`src/design/mst_pkg.sv`:
```
// package for the multi-slot software timer: widths, codes, types
`default_nettype none
package mst_pkg;

    localparam int NUM_SLOTS_DEF = 8;

    localparam int MODE_W = 2;
    localparam int ID_W   = 16;
    localparam int MS_W   = 23;
    localparam int DIV_W  = 16;
    localparam int CNT_W  = 32;
    localparam int PROD_W = 33;
    localparam int STEP_W = $clog2(PROD_W);

    localparam logic [DIV_W-1:0]  TICK_DIV_RESET = 16'd383;
    localparam logic [PROD_W-1:0] MS_TO_US       = 33'd1000;

    typedef enum logic [MODE_W-1:0] {
        MODE_ADD  = 2'd0,
        MODE_TICK = 2'd1,
        MODE_READ = 2'd2,
        MODE_RSVD = 2'd3
    } mode_t;

    typedef enum logic [2:0] {
        ST_IDLE,
        ST_SCAN_RD,
        ST_SCAN_CHK,
        ST_DIV_WAIT,
        ST_TICK_RD,
        ST_TICK_WR,
        ST_RESP
    } state_t;

    typedef struct packed {
        logic [ID_W-1:0]  ident;
        logic [CNT_W-1:0] remaining;
        logic [CNT_W-1:0] reload;
        logic             single;
    } slot_entry_t;

    typedef struct packed {
        logic             start;
        logic [MS_W-1:0]  period_ms;
        logic [DIV_W-1:0] divisor;
    } div_ctrl_t;

    typedef struct packed {
        logic             done;
        logic [CNT_W-1:0] ticks;
    } div_stat_t;

endpackage
`default_nettype wire

```
`src/design/mst_div.sv`:
```
// milliseconds to ticks: multiply by 1000, then restoring divide one bit per cycle
`default_nettype none
module mst_div (
    input  wire logic              aclk,
    input  wire logic              aresetn,
    input  wire mst_pkg::div_ctrl_t ctrl,
    output mst_pkg::div_stat_t     stat
);
    import mst_pkg::*;

    logic              busy_reg, busy_next;
    logic              done_reg, done_next;
    logic [STEP_W-1:0] step_reg, step_next;
    logic [PROD_W-1:0] num_reg, num_next;
    logic [DIV_W-1:0]  rem_reg, rem_next;
    logic [DIV_W-1:0]  den_reg, den_next;
    logic [DIV_W:0]    trial;
    logic              qbit;

    assign trial = {rem_reg, num_reg[PROD_W-1]};
    assign qbit  = (trial >= {1'b0, den_reg});

    always_comb begin
        busy_next = busy_reg;
        done_next = 1'b0;
        step_next = step_reg;
        num_next  = num_reg;
        rem_next  = rem_reg;
        den_next  = den_reg;
        if (ctrl.start) begin
            busy_next = 1'b1;
            step_next = STEP_W'(PROD_W - 1);
            num_next  = PROD_W'(ctrl.period_ms) * MS_TO_US;
            rem_next  = '0;
            den_next  = (ctrl.divisor == '0) ? DIV_W'(1) : ctrl.divisor;
        end else if (busy_reg) begin
            num_next = {num_reg[PROD_W-2:0], qbit};
            rem_next = qbit ? DIV_W'(trial - {1'b0, den_reg}) : trial[DIV_W-1:0];
            if (step_reg == '0) begin
                busy_next = 1'b0;
                done_next = 1'b1;
            end else begin
                step_next = step_reg - STEP_W'(1);
            end
        end
    end

    always_ff @(posedge aclk) begin
        if (!aresetn) begin
            busy_reg <= 1'b0;
            done_reg <= 1'b0;
        end else begin
            busy_reg <= busy_next;
            done_reg <= done_next;
        end
    end

    always_ff @(posedge aclk) begin
        step_reg <= step_next;
        num_reg  <= num_next;
        rem_reg  <= rem_next;
        den_reg  <= den_next;
    end

    assign stat.done  = done_reg;
    assign stat.ticks = num_reg[PROD_W-1] ? '1 : num_reg[CNT_W-1:0];

endmodule
`default_nettype wire

```
`src/design/multi_slot_software_timer.sv`:
```
// multi-slot software timer: slot table, tick walker and add sequencer
//
//   channel   direction  handshake               payload
//   s_        in         s_valid / s_ready       s_mode s_timer_id s_period_ms s_one_shot
//   m_        out        m_valid / m_ready       m_accepted m_event_bits
//   cfg_      in         cfg_wr_en (no wait)     cfg_wr_data -> tick_divisor
//
// read and reserved modes go straight to the response; a tick walks every slot (one slot table
// read and one write back per slot); an add scans the table, then, when a slot is found, runs
// 33 steps of the shared divider, and when the table is full answers after the scan.
// one transfer is worked on at a time; a new one is taken while a result waits.
// synchronous active-low reset clears the used bits and events and loads the divisor reset value.
`default_nettype none
module multi_slot_software_timer #(
    parameter int NUM_SLOTS = mst_pkg::NUM_SLOTS_DEF
) (
    input  wire logic                      aclk,
    input  wire logic                      aresetn,
    input  wire logic                      s_valid,
    output logic                           s_ready,
    input  wire logic [mst_pkg::MODE_W-1:0] s_mode,
    input  wire logic [mst_pkg::ID_W-1:0]   s_timer_id,
    input  wire logic [mst_pkg::MS_W-1:0]   s_period_ms,
    input  wire logic                      s_one_shot,
    output logic                           m_valid,
    input  wire logic                      m_ready,
    output logic                           m_accepted,
    output logic [mst_pkg::ID_W-1:0]        m_event_bits,
    input  wire logic                      cfg_wr_en,
    input  wire logic [mst_pkg::DIV_W-1:0]  cfg_wr_data
);
    import mst_pkg::*;

    localparam int IDX_W = (NUM_SLOTS > 1) ? $clog2(NUM_SLOTS) : 1;

    state_t               state_reg, state_next;
    logic [IDX_W-1:0]     idx_reg, idx_next;
    logic [NUM_SLOTS-1:0] used_reg, used_next;
    logic [ID_W-1:0]      pending_reg, pending_next;
    logic [DIV_W-1:0]     tick_div_reg;
    logic                 m_valid_reg, m_valid_next;
    logic                 m_acc_reg, m_acc_next;
    logic [ID_W-1:0]      m_ev_reg, m_ev_next;

    logic [MODE_W-1:0]    mode_reg, mode_next;
    logic [ID_W-1:0]      id_reg, id_next;
    logic [MS_W-1:0]      ms_reg, ms_next;
    logic                 single_reg, single_next;
    logic                 hit_found_reg, hit_found_next;
    logic [IDX_W-1:0]     hit_idx_reg, hit_idx_next;
    logic                 hit_single_reg, hit_single_next;
    logic                 free_found_reg, free_found_next;
    logic [IDX_W-1:0]     free_idx_reg, free_idx_next;
    logic                 resp_acc_reg, resp_acc_next;
    logic [ID_W-1:0]      resp_ev_reg, resp_ev_next;

    slot_entry_t          slot_mem [NUM_SLOTS];
    slot_entry_t          rd_data_reg;
    logic                 mem_we;
    logic [IDX_W-1:0]     mem_waddr;
    slot_entry_t          mem_wdata;

    div_ctrl_t            div_ctrl;
    div_stat_t            div_stat;

    logic                 last_slot;
    logic                 hit_now;
    logic                 free_now;
    logic [CNT_W-1:0]     tick_dec;

    mst_div u_div (
        .aclk    (aclk),
        .aresetn (aresetn),
        .ctrl    (div_ctrl),
        .stat    (div_stat)
    );

    assign s_ready      = (state_reg == ST_IDLE);
    assign m_valid      = m_valid_reg;
    assign m_accepted   = m_acc_reg;
    assign m_event_bits = m_ev_reg;

    assign last_slot = (idx_reg == IDX_W'(NUM_SLOTS - 1));
    assign hit_now   = used_reg[idx_reg] && (rd_data_reg.ident == id_reg) && !hit_found_reg;
    assign free_now  = !used_reg[idx_reg] && !free_found_reg;
    assign tick_dec  = rd_data_reg.remaining - CNT_W'(1);

    always_comb begin
        state_next      = state_reg;
        idx_next        = idx_reg;
        used_next       = used_reg;
        pending_next    = pending_reg;
        m_valid_next    = m_valid_reg;
        m_acc_next      = m_acc_reg;
        m_ev_next       = m_ev_reg;
        mode_next       = mode_reg;
        id_next         = id_reg;
        ms_next         = ms_reg;
        single_next     = single_reg;
        hit_found_next  = hit_found_reg;
        hit_idx_next    = hit_idx_reg;
        hit_single_next = hit_single_reg;
        free_found_next = free_found_reg;
        free_idx_next   = free_idx_reg;
        resp_acc_next   = resp_acc_reg;
        resp_ev_next    = resp_ev_reg;
        mem_we          = 1'b0;
        mem_waddr       = idx_reg;
        mem_wdata       = rd_data_reg;
        div_ctrl.start     = 1'b0;
        div_ctrl.period_ms = ms_reg;
        div_ctrl.divisor   = tick_div_reg;

        if (m_valid_reg && m_ready) begin
            m_valid_next = 1'b0;
        end

        case (state_reg)
            ST_IDLE: begin
                if (s_valid) begin
                    mode_next       = s_mode;
                    id_next         = s_timer_id;
                    ms_next         = s_period_ms;
                    single_next     = s_one_shot;
                    idx_next        = '0;
                    hit_found_next  = 1'b0;
                    free_found_next = 1'b0;
                    resp_acc_next   = 1'b1;
                    resp_ev_next    = '0;
                    case (mode_t'(s_mode))
                        MODE_ADD:  state_next = ST_SCAN_RD;
                        MODE_TICK: state_next = ST_TICK_RD;
                        MODE_READ: begin
                            resp_ev_next = pending_reg;
                            pending_next = '0;
                            state_next   = ST_RESP;
                        end
                        default:   state_next = ST_RESP;
                    endcase
                end
            end
            ST_SCAN_RD: begin
                state_next = ST_SCAN_CHK;
            end
            ST_SCAN_CHK: begin
                if (hit_now) begin
                    hit_found_next  = 1'b1;
                    hit_idx_next    = idx_reg;
                    hit_single_next = rd_data_reg.single;
                end
                if (free_now) begin
                    free_found_next = 1'b1;
                    free_idx_next   = idx_reg;
                end
                if (last_slot) begin
                    if (hit_found_next || free_found_next) begin
                        div_ctrl.start = 1'b1;
                        state_next     = ST_DIV_WAIT;
                    end else begin
                        resp_acc_next = 1'b0;
                        state_next    = ST_RESP;
                    end
                end else begin
                    idx_next   = idx_reg + IDX_W'(1);
                    state_next = ST_SCAN_RD;
                end
            end
            ST_DIV_WAIT: begin
                if (div_stat.done) begin
                    mem_we              = 1'b1;
                    mem_waddr           = hit_found_reg ? hit_idx_reg : free_idx_reg;
                    mem_wdata.ident     = id_reg;
                    mem_wdata.remaining = div_stat.ticks;
                    mem_wdata.reload    = div_stat.ticks;
                    mem_wdata.single    = hit_found_reg ? hit_single_reg : single_reg;
                    used_next[mem_waddr] = 1'b1;
                    state_next          = ST_RESP;
                end
            end
            ST_TICK_RD: begin
                state_next = ST_TICK_WR;
            end
            ST_TICK_WR: begin
                if (used_reg[idx_reg] && (rd_data_reg.remaining != '0)) begin
                    mem_we = 1'b1;
                    if (tick_dec == '0) begin
                        pending_next        = pending_reg | rd_data_reg.ident;
                        mem_wdata.remaining = rd_data_reg.single ? '0 : rd_data_reg.reload;
                    end else begin
                        mem_wdata.remaining = tick_dec;
                    end
                end
                if (last_slot) begin
                    state_next = ST_RESP;
                end else begin
                    idx_next   = idx_reg + IDX_W'(1);
                    state_next = ST_TICK_RD;
                end
            end
            ST_RESP: begin
                if (!m_valid_reg || m_ready) begin
                    m_valid_next = 1'b1;
                    m_acc_next   = resp_acc_reg;
                    m_ev_next    = resp_ev_reg;
                    state_next   = ST_IDLE;
                end
            end
            default: begin
                state_next = ST_IDLE;
            end
        endcase
    end

    always_ff @(posedge aclk) begin
        if (!aresetn) begin
            state_reg    <= ST_IDLE;
            used_reg     <= '0;
            pending_reg  <= '0;
            tick_div_reg <= TICK_DIV_RESET;
            m_valid_reg  <= 1'b0;
        end else begin
            state_reg   <= state_next;
            used_reg    <= used_next;
            pending_reg <= pending_next;
            m_valid_reg <= m_valid_next;
            if (cfg_wr_en) begin
                tick_div_reg <= cfg_wr_data;
            end
        end
    end

    always_ff @(posedge aclk) begin
        idx_reg        <= idx_next;
        m_acc_reg      <= m_acc_next;
        m_ev_reg       <= m_ev_next;
        mode_reg       <= mode_next;
        id_reg         <= id_next;
        ms_reg         <= ms_next;
        single_reg     <= single_next;
        hit_found_reg  <= hit_found_next;
        hit_idx_reg    <= hit_idx_next;
        hit_single_reg <= hit_single_next;
        free_found_reg <= free_found_next;
        free_idx_reg   <= free_idx_next;
        resp_acc_reg   <= resp_acc_next;
        resp_ev_reg    <= resp_ev_next;
    end

    // slot table
    always_ff @(posedge aclk) begin
        if (mem_we) begin
            slot_mem[mem_waddr] <= mem_wdata;
        end
        rd_data_reg <= slot_mem[idx_reg];
    end

    // read transfer leaves no pending events behind
    assert property (@(posedge aclk) disable iff (!aresetn)
        (s_valid && s_ready && (s_mode == MODE_READ)) |=> (pending_reg == '0))
        else $error("events not cleared by read");

    // a slot once claimed stays claimed
    assert property (@(posedge aclk) disable iff (!aresetn)
        aresetn |=> ((used_reg & $past(used_reg)) == $past(used_reg)))
        else $error("slot used bit dropped");

    // table writes only from the add and tick write-back steps
    assert property (@(posedge aclk) disable iff (!aresetn)
        mem_we |-> ((state_reg == ST_DIV_WAIT) || (state_reg == ST_TICK_WR)))
        else $error("slot table written outside write step");

    // divider finishes only while the sequencer waits for it
    assert property (@(posedge aclk) disable iff (!aresetn)
        div_stat.done |-> (state_reg == ST_DIV_WAIT))
        else $error("divider result with no add waiting");

endmodule
`default_nettype wire
```
`config.mk`:
```
export PLATFORM = sky130hd
export DESIGN_NAME = multi_slot_software_timer
export DESIGN_NICKNAME = d
export VERILOG_FILES = /design/src/design/mst_pkg.sv /design/src/design/mst_div.sv /design/src/design/multi_slot_software_timer.sv
export SDC_FILE = /design/constraint.sdc
export NUM_CORES = 1
export LEC_CHECK = 0
export BUFFER_PORTS_ARGS = -buffer_cell sky130_fd_sc_hd__buf_2
export CORE_MARGIN = 5
export CORE_UTILIZATION = 40
export DETAILED_ROUTE_END_ITERATION = 10
export PLACE_DENSITY = 0.57
export SETUP_SLACK_MARGIN = 0.1
export SLEW_MARGIN = 20
export SYNTH_ARGS = -nofsm -noshare
export SYNTH_HDL_FRONTEND = slang
export SYNTH_SLANG_ARGS = --single-unit
```
`constraint.sdc`:
```
create_clock -name aclk -period 10.8 [get_ports aclk]
set_input_delay 1.08 -clock aclk [delete_from_list [all_inputs] [get_ports aclk]]
set_output_delay 1.08 -clock aclk [all_outputs]
set_load 0.05 [all_outputs]
```
Yosys cells after proc, flatten, opt, wreduce, memory -nomap -nowiden
Memory sizes are Yosys's and may differ from the RTL's. A register that Yosys moved wholly into a read port is not among the register bits.
Index checks and enable logic that the tools add are counted.

storage, ports and cells
  register bits = 203
  memory bits (writable) = 648
  input port bits = 63
  output and inout bits = 19
  word-level logic and storage cells = 155
  memories kept = 1

memories
  name      words  bits a word  rd ports  clocked after Yosys merged registers in  write ports  RTL line                         source
  slot_mem  8      81           1         1                                        1            multi_slot_software_timer.sv:57  slot_entry_t slot_mem [NUM_SLOTS];

cells by class
  add/sub/neg operators = 4
  $mul = 1
  magnitude comparators = 4
  equal/unequal tests = 19
  mux-type cells = 61
  bitwise logic cells = 5
  reductions and logical operators = 35

operators by type and width
  kind                                                                   number
  32-bit 2-to-1 mux                                                      4
  33-bit 2-to-1 mux                                                      3
  16-bit 2-to-1 mux                                                      6
  81-bit 2-to-1 mux                                                      1
  32-bit one-hot mux with 2 select lines                                 1
  32-bit logical NOT                                                     1
  16-bit one-hot mux with 2 select lines                                 1
  32-bit nonzero test                                                    1
  32-bit by 1-bit subtractor with 32-bit output (second input constant)  1
  23-bit by 7-bit multiplier with 30-bit output (second input constant)  1
  3-bit 2-to-1 mux                                                       10
  1-bit 2-to-1 mux                                                       25
  3-bit one-hot mux with 7 select lines                                  1
  17-bit by 16-bit >= comparator with 1-bit output                       1
  16-bit equality test                                                   1
  16-bit logical NOT                                                     1
  16-bit OR                                                              1
  16-bit subtractor                                                      1
  2-bit inequality test (second input constant)                          7
  2-bit AND reduction                                                    7
  3-bit equality test (second input constant)                            4
  3-bit one-hot mux with 2 select lines                                  2
  3-bit by 4-bit < comparator with 1-bit output (second input constant)  2
  8-bit OR                                                               1
  other kinds (25)                                                       45

Logic depth before layout (Yosys ltp)
Gate-level depths: netlist of the first run.

  word-level depth = 11
  gate-level depth with buffers = 17
  depth with buffers taken out = 17

Hierarchy
Synthesis of the first run repeated with hierarchy kept, for this count alone.

second synthesis, totals
  cell total of the unflattened synthesis = 2650
  area, all modules = 41038.1 um2

modules (own cells, without submodules)
  module                     instances  cells an instance  area each (um2)  sequential area each (um2)
  multi_slot_software_timer  1          1799               33143.0          24543.5
  mst_div                    1          851                7895.1           1921.8

Worst setup path before layout of the first run
OpenSTA, ideal clock, no wires.

  path type = register to register
  start point = register rd_data_reg[33] (netlist name)
  end point = memory slot_mem[3][0] (netlist bit), enable pin
  library setup time = 619 ps
  data arrival time = 7476 ps
  data required time = 10181 ps
  setup slack = 2705 ps
  stages on the path, launching flop included = 11
  path buffers = 1
  period minus slack after synthesis = 8095 ps
  cell sequence = dfxtp_1 > inv_1 > ha_1 > nor3b_1 > nand4_1 > o41ai_2 > o21ai_1 > nand2_1 > buf_2 > or2_2 > nor3_1

on the way
  longest elaborated chain between the ends = 6

RTL lines
  what                                    RTL line                          source
  32-bit nonzero test                     multi_slot_software_timer.sv:184  if (used_reg[idx_reg] && (rd_data_reg.remaining != '0)) begin
  1-bit logical AND                       multi_slot_software_timer.sv:184
  1-bit 2-to-1 mux                        multi_slot_software_timer.sv:184
  1-bit one-hot mux with 2 select lines   multi_slot_software_timer.sv:118  case (state_reg)
  1-bit 2-to-1 mux                        multi_slot_software_timer.sv:251  if (mem_we) begin
  1-bit 2-to-1 mux (implied by the code)  multi_slot_software_timer.sv:252  slot_mem[mem_waddr] <= mem_wdata;
  end: declaration                        multi_slot_software_timer.sv:57

Every way passes these cells.

Final worst setup path of the first run
  start point = register ms_reg[3]
  end point = register u_div.num_reg[32] (data pin)

on the way
  longest elaborated chain between the ends = 2

RTL lines
  what                                           RTL line                          source
  start: declaration                             multi_slot_software_timer.sv:47   logic [MS_W-1:0] ms_reg, ms_next;
  start signal: assignment                       multi_slot_software_timer.sv:238  ms_reg <= ms_next;
  23-bit by 7-bit multiplier with 30-bit output  mst_div.sv:33                     num_next = PROD_W'(ctrl.period_ms) * MS_TO_US;
  33-bit 2-to-1 mux                              mst_div.sv:30                     if (ctrl.start) begin
  named net u_div.num_next[32]                   mst_div.sv:14                     logic [PROD_W-1:0] num_reg, num_next;
  end signal: assignment                         mst_div.sv:60                     num_reg <= num_next;
  end: declaration                               mst_div.sv:14

The timed path passes the listed nets, and every way through them passes these cells.
A chain may end at the register's enable or synchronous reset.

==> metrics.md, run 1 <==
| Metric | Value |
|---|---|
| Initial Util | `40.4%` |
| Worst Hold Class | `flop to flop` |
| Largest net degree at the start of global routing | `77` |
| PostCTS Resize Cnt | `0` |
| Synth Warn # | `0` |
| Average via count per standard cell | `5.36` |
| Max Clock Freq | `185 MHz` |
| Final hold violation count | `0` |
| GPL Wtd Cong | `0.836` |
| Max stage delay on crit path | `600 ps` |
| Hold Slack | `415 ps` |
| CP cell instances | `inv_1, fa_1, fa_1, fa_1, fa_1, inv_1, ha_1, a211oi_1, o211ai_1, nand4_1, a21oi_1, o41ai_1, o21ai_0, or3_1, nand3_1` |
| Final nets | `2909` |
| Asr flop ratio synth | `0%` |
| Commonest non-fill, non-tap cell in the layout | `edfxtp_1` |
| Post-synth EDFFs | `780` |
| DP Worst Slack | `5370 ps` |
| Critical path type | `flop to flop` |
| Setup violators final | `0` |
| Root buf cell | `clkbuf_16` |
| CTS tree | `done` |
| Total CTS buffers | `96` |
| 1st-pass router iterations | `5` |
| Initial antenna violation count | `3` |
| Critical path capture point type | `flop` |
| Global-route usage over all layers | `16.7%` |
| Die X | `328 um` |
| Ranking of synthesized cells by area | `edfxtp_1 (58%), mux4_2 (9.1%), dfxtp_1 (7.5%)` |
| Clock Tree Buf Depth | `3` |
| WL met2 | `43300 um` |
| Setup bufs post-CTS | `0` |
| Met1 wire length | `39800 um` |
| Clock sinks | `932` |
| Die Ht | `328 um` |
| TNS Setup | `0 ps` |
| Critical path origin | `ms_reg[3]$_DFFE_PP_` |
| Via count | `22100` |
| WP buf/inv | `2` |
| H-tree levels | `3` |
| Max-cap violations | `0` |
| Diode count | `0` |
| Status | `finished, final reports clean` |
| Layout cell share with drive strength beyond 1 | `19.6%` |
| Reg area | `26500 sq um` |
| Startpoint Class | `flop` |
| Count of cell types in the netlist | `70` |
| First-pass GRT wire length | `138000 um` |
| Initial drt markers | `1798` |
| Die area | `108000 sq um` |
| Synth top area share | `57.8%` |
| Critical path's most frequent cell | `fa_1` |
| Tcrit/Tclk final | `50.1%` |
| Finished Core Util | `45.5%` |
| Worst R2R Start | `ms_reg[3]$_DFFE_PP_` |
| Slowest CP cell | `o41ai_1` |
| Synthesized Nets | `2816` |
| VDD IR-drop max | `0.354 mV` |
| Min-Delay Startpoint | `resp_ev_reg[14]$_SDFFCE_PP0P_` |
| Min Tclk post-route | `5420 ps` |
| Combined area of the multi-input logic cells | `13100 sq um` |
| Top FF cell, synth | `edfxtp_1` |
| Most frequent cells in the layout | `edfxtp_1 (780), mux4_2 (164), inv_1 (155), dfxtp_1 (151), nand2_1 (136)` |
| Post-Route WL | `90500 um` |
| Final antenna-violating net count | `0` |
| Layout area overhead | `12.7%` |
| CP required | `11340 ps` |
| WP data arrival | `5960 ps` |
| Final WS setup | `5380 ps` |
| Clock-pin slew on the worst setup and hold paths | `60 ps` |
| Pleak | `16.0 nW` |
| Vias in the first global route | `23000` |
| GRT overflow | `0` |
| Leading area contributor after synthesis | `edfxtp_1` |
| I/O pins | `82` |
| Mapped Cells | `2581` |
| Seq/Total Area, Yosys | `65.3%` |
| Final slew viol count | `0` |
| Fillers | `8828` |
| Tot Pwr | `0.0156 W` |
| RSZ-0062 raised after global routing | `false` |
| Met3 routed WL | `5720 um` |
| Family with the most delay on the worst path | `adder cells` |
| Skew-Pair Late Insertion Delay | `680 ps` |
| Post-Syn Area | `40600 sq um` |
| Cell Rows | `116` |
| Port bufs | `81` |
| Core Area | `100000 sq um` |
| P per Cell Area | `340 nW/um^2` |
| DRC | `0` |
| HPWL after DPL | `55800 um` |
| Least-Margin Pin Slew | `1120 ps` |
| DR WL/cell | `22.0 um` |
| Syn avg cell area | `15.7 sq um` |
| Critical path fanouts, max | `5` |
| Hold-fix buffers at CTS | `0` |
| Fin Clk Skew | `44.5 ps` |
| Yosys reg bits | `932` |
| Number of flip-flops in the largest register | `648` |
| DR top layer | `met5` |
| Slew HR | `24.5%` |
## layer usage
metal	GRT usage, %	vias to the layer above
met5	0	-
met4	4.31	8
met3	3.21	107
met2	27.4	631
met1	23.0	11300
li1	-	9969
## metrics by stage
stage | area, sq um | instances
CTS | 45700 | 4112
global route | 45700 | 4113
floorplan | 40600 | 2581
detailed placement | 42500 | 3932
finish | 45700 | 4113
global placement | 42500 | 3932
## worst reg2reg max path, cell delays in order, from the launching register on
cell and delay, ps:
edfxtp_1 450, inv_1 190, fa_1 470, fa_1 540, fa_1 440, fa_1 510, inv_1 50, ha_1 360
a211oi_1 370, o211ai_1 250, nand4_1 190, a21oi_1 110, o41ai_1 600, o21ai_0 280, or3_1 390, nand3_1 80
## final timing paths
path / end / slack (ps) / cells past startpoint
worst max-delay path: u_div.num_reg[32]$_DFFE_PP_ / 5380 / 15
worst max register to register: u_div.num_reg[32]$_DFFE_PP_ / 5380 / 15
worst min-delay path: m_event_bits[14]$_DFFE_PP_ / 420 / 0
worst min register to register: m_event_bits[14]$_DFFE_PP_ / 420 / 0
## final cells by class
type | count | share of cell area, %
Inverter | 157 | 1.29
Tap cell | 1357 | 3.71
Multi-Input combinational cell | 1366 | 28.6
Clock buffer | 140 | 5.86
Timing Repair Buffer | 121 | 1.60
Sequential cell | 932 | 57.9
Clock inverter | 40 | 1.05
## where the power goes
group | internal, W | switching, W | total, W
Clock | 0.00189 | 0.00138 | 0.00327
Combinational | 0.00322 | 0.00410 | 0.00732
Sequential | 0.00461 | 0.000367 | 0.00498
## cell families after synthesis
| kind of cell | synth area share [%] |
|---|---|
| and+or+nand+nor | 5.92 |
| buffers and inverters | 2.72 |
| DFF | 65.3 |
| adders and majority gates | 6.84 |
| muxes | 12.1 |
| xor gates and xnor gates | 1.58 |
| AOI/OAI and AO/OA | 5.63 |
## synth_stat cells (9+ instances only)
master,instances
a21o_1,59
a21oi_1,52
a221o_1,14
a31oi_1,17
and2_1,22
buf_1,27
clkbuf_1,90
dfxtp_1,152
edfxtp_1,780
fa_1,83
ha_1,89
inv_1,156
mux2_2,82
mux2i_1,27
mux4_2,164
nand2_1,136
nand2b_1,13
nand3_1,63
nand4_1,11
nor2_1,142
nor2b_1,17
nor3_1,22
nor4_1,22
o21a_1,18
o21ai_0,113
o221ai_1,9
or2_2,10
or3_1,10
xnor2_1,27
xor2_1,46
(Power assumes the default switching activity.)
==> inputs of run 2 (changes only) <==
- clock period: 10.8 -> 5.3 ns (I/O delays scaled with it)
==> run 2 against run 1 <==
Effect of this change:
- flip-flop and latch count unchanged
- wire length up 0.44%
- worst setup slack worse by 5100 ps
- sequential share of layout area down 0.96 points
- die area unchanged
- combinational power up 110%
- register-to-register slack worse by 5100 ps
- sequential power up 100%
- first-iteration DRC count down 7.2%
- non-clock buffer count up 44
==> metrics.md, run 2 (synthesis gave the netlist of run 1 again) <==
| Metric | Value |
|---|---|
| Critical path origin | `ms_reg[3]$_DFFE_PP_` |
| Number of flip-flops in the largest register | `648` |
| Max Clock Freq | `200 MHz` |
| CTS tree | `done` |
| Final instance area | `46500 sq um` |
| DP Worst Slack | `38.1 ps` |
| Fin Clk Skew | `40.0 ps` |
| Final nets | `2953` |
| GRT overflow | `0` |
| Min Tclk post-route | `5000 ps` |
| Initial drt markers | `1668` |
| Critical path fanouts, max | `5` |
| I/O pins | `82` |
| Most frequent cells in the layout | `edfxtp_1 (780), mux4_2 (164), inv_1 (153), dfxtp_1 (151), nand2_1 (136)` |
| Reg2Reg Depth | `16` |
| Least-Margin Pin Slew | `1010 ps` |
| Final antenna-violating net count | `0` |
| Hold Slack | `43.7 ps` |
| Global-route usage over all layers | `16.9%` |
| Port bufs | `81` |
| Largest net degree at the start of global routing | `110` |
| Startpoint Class | `flop` |
| Reg area | `26500 sq um` |
| Fillers | `8747` |
| Layout cell share with drive strength beyond 1 | `20.7%` |
| Layout area overhead | `14.6%` |
| CP required | `5690 ps` |
| Max stage delay on crit path | `560 ps` |
| Slew HR | `31.7%` |
| Inst Count DP | `3959` |
| First-pass GRT wire length | `141000 um` |
| CP cell instances | `inv_2, fa_1, fa_1, fa_1, fa_1, inv_1, ha_1, a211oi_2, o211ai_1, nand4_1, a21oi_1, o41ai_2, buf_4, o21bai_1, a211oi_1, o31ai_1` |
| Cell Rows | `116` |
| GPL Wtd Cong | `0.840` |
| Critical path type | `flop to flop` |
| CP endpoint | `u_div.num_reg[30]$_DFFE_PP_` |
| Final slew viol count | `0` |
| Placed instance area | `43000 sq um` |
| Diode count | `0` |
| Initial Util | `40.4%` |
| Clock sinks | `932` |
| Slowest CP cell | `fa_1` |
| Critical path capture point type | `flop` |
| Tcrit/Tclk final | `94.3%` |
| Clock Tree Buf Depth | `3` |
| Die area | `108000 sq um` |
| Root buf cell | `clkbuf_16` |
| WP data arrival | `5390 ps` |
| Die Ht | `328 um` |
| Total CTS buffers | `96` |
| Skew-Pair Late Insertion Delay | `670 ps` |
| P per Cell Area | `696 nW/um^2` |
| Final hold violation count | `0` |
| DR WL/cell | `21.9 um` |
| Worst reg2reg endpoint | `u_div.num_reg[30]$_DFFE_PP_` |
| Status | `finished, final reports clean` |
| Final WS setup | `302 ps` |
| DRC | `0` |
| R2R Setup Slk | `300 ps` |
| HPWL after DPL | `57400 um` |
| Critical path's most frequent cell | `fa_1` |
| Commonest non-fill, non-tap cell in the layout | `edfxtp_1` |
| H-tree levels | `3` |
| Clock-pin slew on the worst setup and hold paths | `60 ps` |
| Die X | `328 um` |
| Vias in the first global route | `23600` |
| Post-Layout Cell Count | `4156` |
| Combined area of the multi-input logic cells | `13100 sq um` |
| Max-cap violations | `0` |
| Pleak | `16.4 nW` |
| RSZ-0062 raised after global routing | `true` |
| Average via count per standard cell | `5.35` |
| Setup violators final | `0` |
| Post-Route WL | `90900 um` |
| Family with the most delay on the worst path | `adder cells` |
| Worst Hold Class | `input port to flop` |
| Initial antenna violation count | `0` |
| Via count | `22300` |
| WP buf/inv | `3` |
| Worst R2R Start | `ms_reg[3]$_DFFE_PP_` |
| VDD IR-drop max | `0.718 mV` |
| CP Depth | `16` |
| Core Area | `100000 sq um` |
| 1st-pass router iterations | `5` |
-- run 2: how the worst min path moves through the flow --
stage / startpoint / end / slack, ps / cells after the start
floorplan: resp_acc_reg$_DFFE_PP_ / m_accepted$_DFFE_PP_ / 400 / 0
global placement: resp_ev_reg[10]$_SDFFCE_PP0P_ / m_event_bits[10]$_DFFE_PP_ / 400 / 0
detailed placement: resp_ev_reg[1]$_SDFFCE_PP0P_ / m_event_bits[1]$_DFFE_PP_ / 410 / 0
CTS: s_period_ms[5] / ms_reg[5]$_DFFE_PP_ / 0.7 / 1
global route: s_period_ms[12] / ms_reg[12]$_DFFE_PP_ / 10 / 1
finish: s_period_ms[12] / ms_reg[12]$_DFFE_PP_ / 40 / 1
-- run 2: what timing repair did --
item                                   in CTS  in global routing
setup endpoints to repair                   2                  5
hold buffers                               14                  0
pin swaps                                   0                  1
endpoints found under the hold margin      14                  0
resized for setup                           1                  5
setup buffers                               0                  3
-- run 2: cell type report --
class                   count  share of cell area [%]
multi-input cells        1366                    28.2
well taps                1357                    3.65
repair buffers            165                    2.88
clock inverters            58                    1.65
clock buffers             121                    5.43
inverters                 157                    1.27
flip-flops and latches    932                    56.9
-- run 2: per-stage QoR --
| stage | setup TNS [ps] | total power (W) | util (%) |
|---|---|---|---|
| 2_1_floorplan | -168980 | 0.0218 | - |
| 3_3_place_gp | 0 | 0.0253 | 42.8 |
| 3_5_place_dp | 0 | 0.0255 | 42.8 |
| 4_1_cts | 0 | 0.0326 | 46.2 |
| 5_1_grt | 0 | 0.0350 | 46.3 |
| 6_report | 0 | 0.0324 | 46.3 |
-- run 2: power breakdown --
part / leakage [nW] / internal [W] / total [W] / switching (W)
clock: 1.60 / 0.00414 / 0.00696 / 0.00282
sequential: 8.31 / 0.00940 / 0.0101 / 0.000725
combinational: 6.48 / 0.00678 / 0.0153 / 0.00851
-- run 2: metal layers --
layer / wire [um] / share of wire, % / vias to the layer above / global-route usage (%)
met5: 0 / 0 / - / 0
met4: 1830 / 2.0 / 0 / 4.18
met3: 5050 / 5.5 / 115 / 2.93
met2: 43900 / 48 / 543 / 28.0
met1: 40100 / 44 / 11500 / 23.5
li1: - / - / 10100 / -
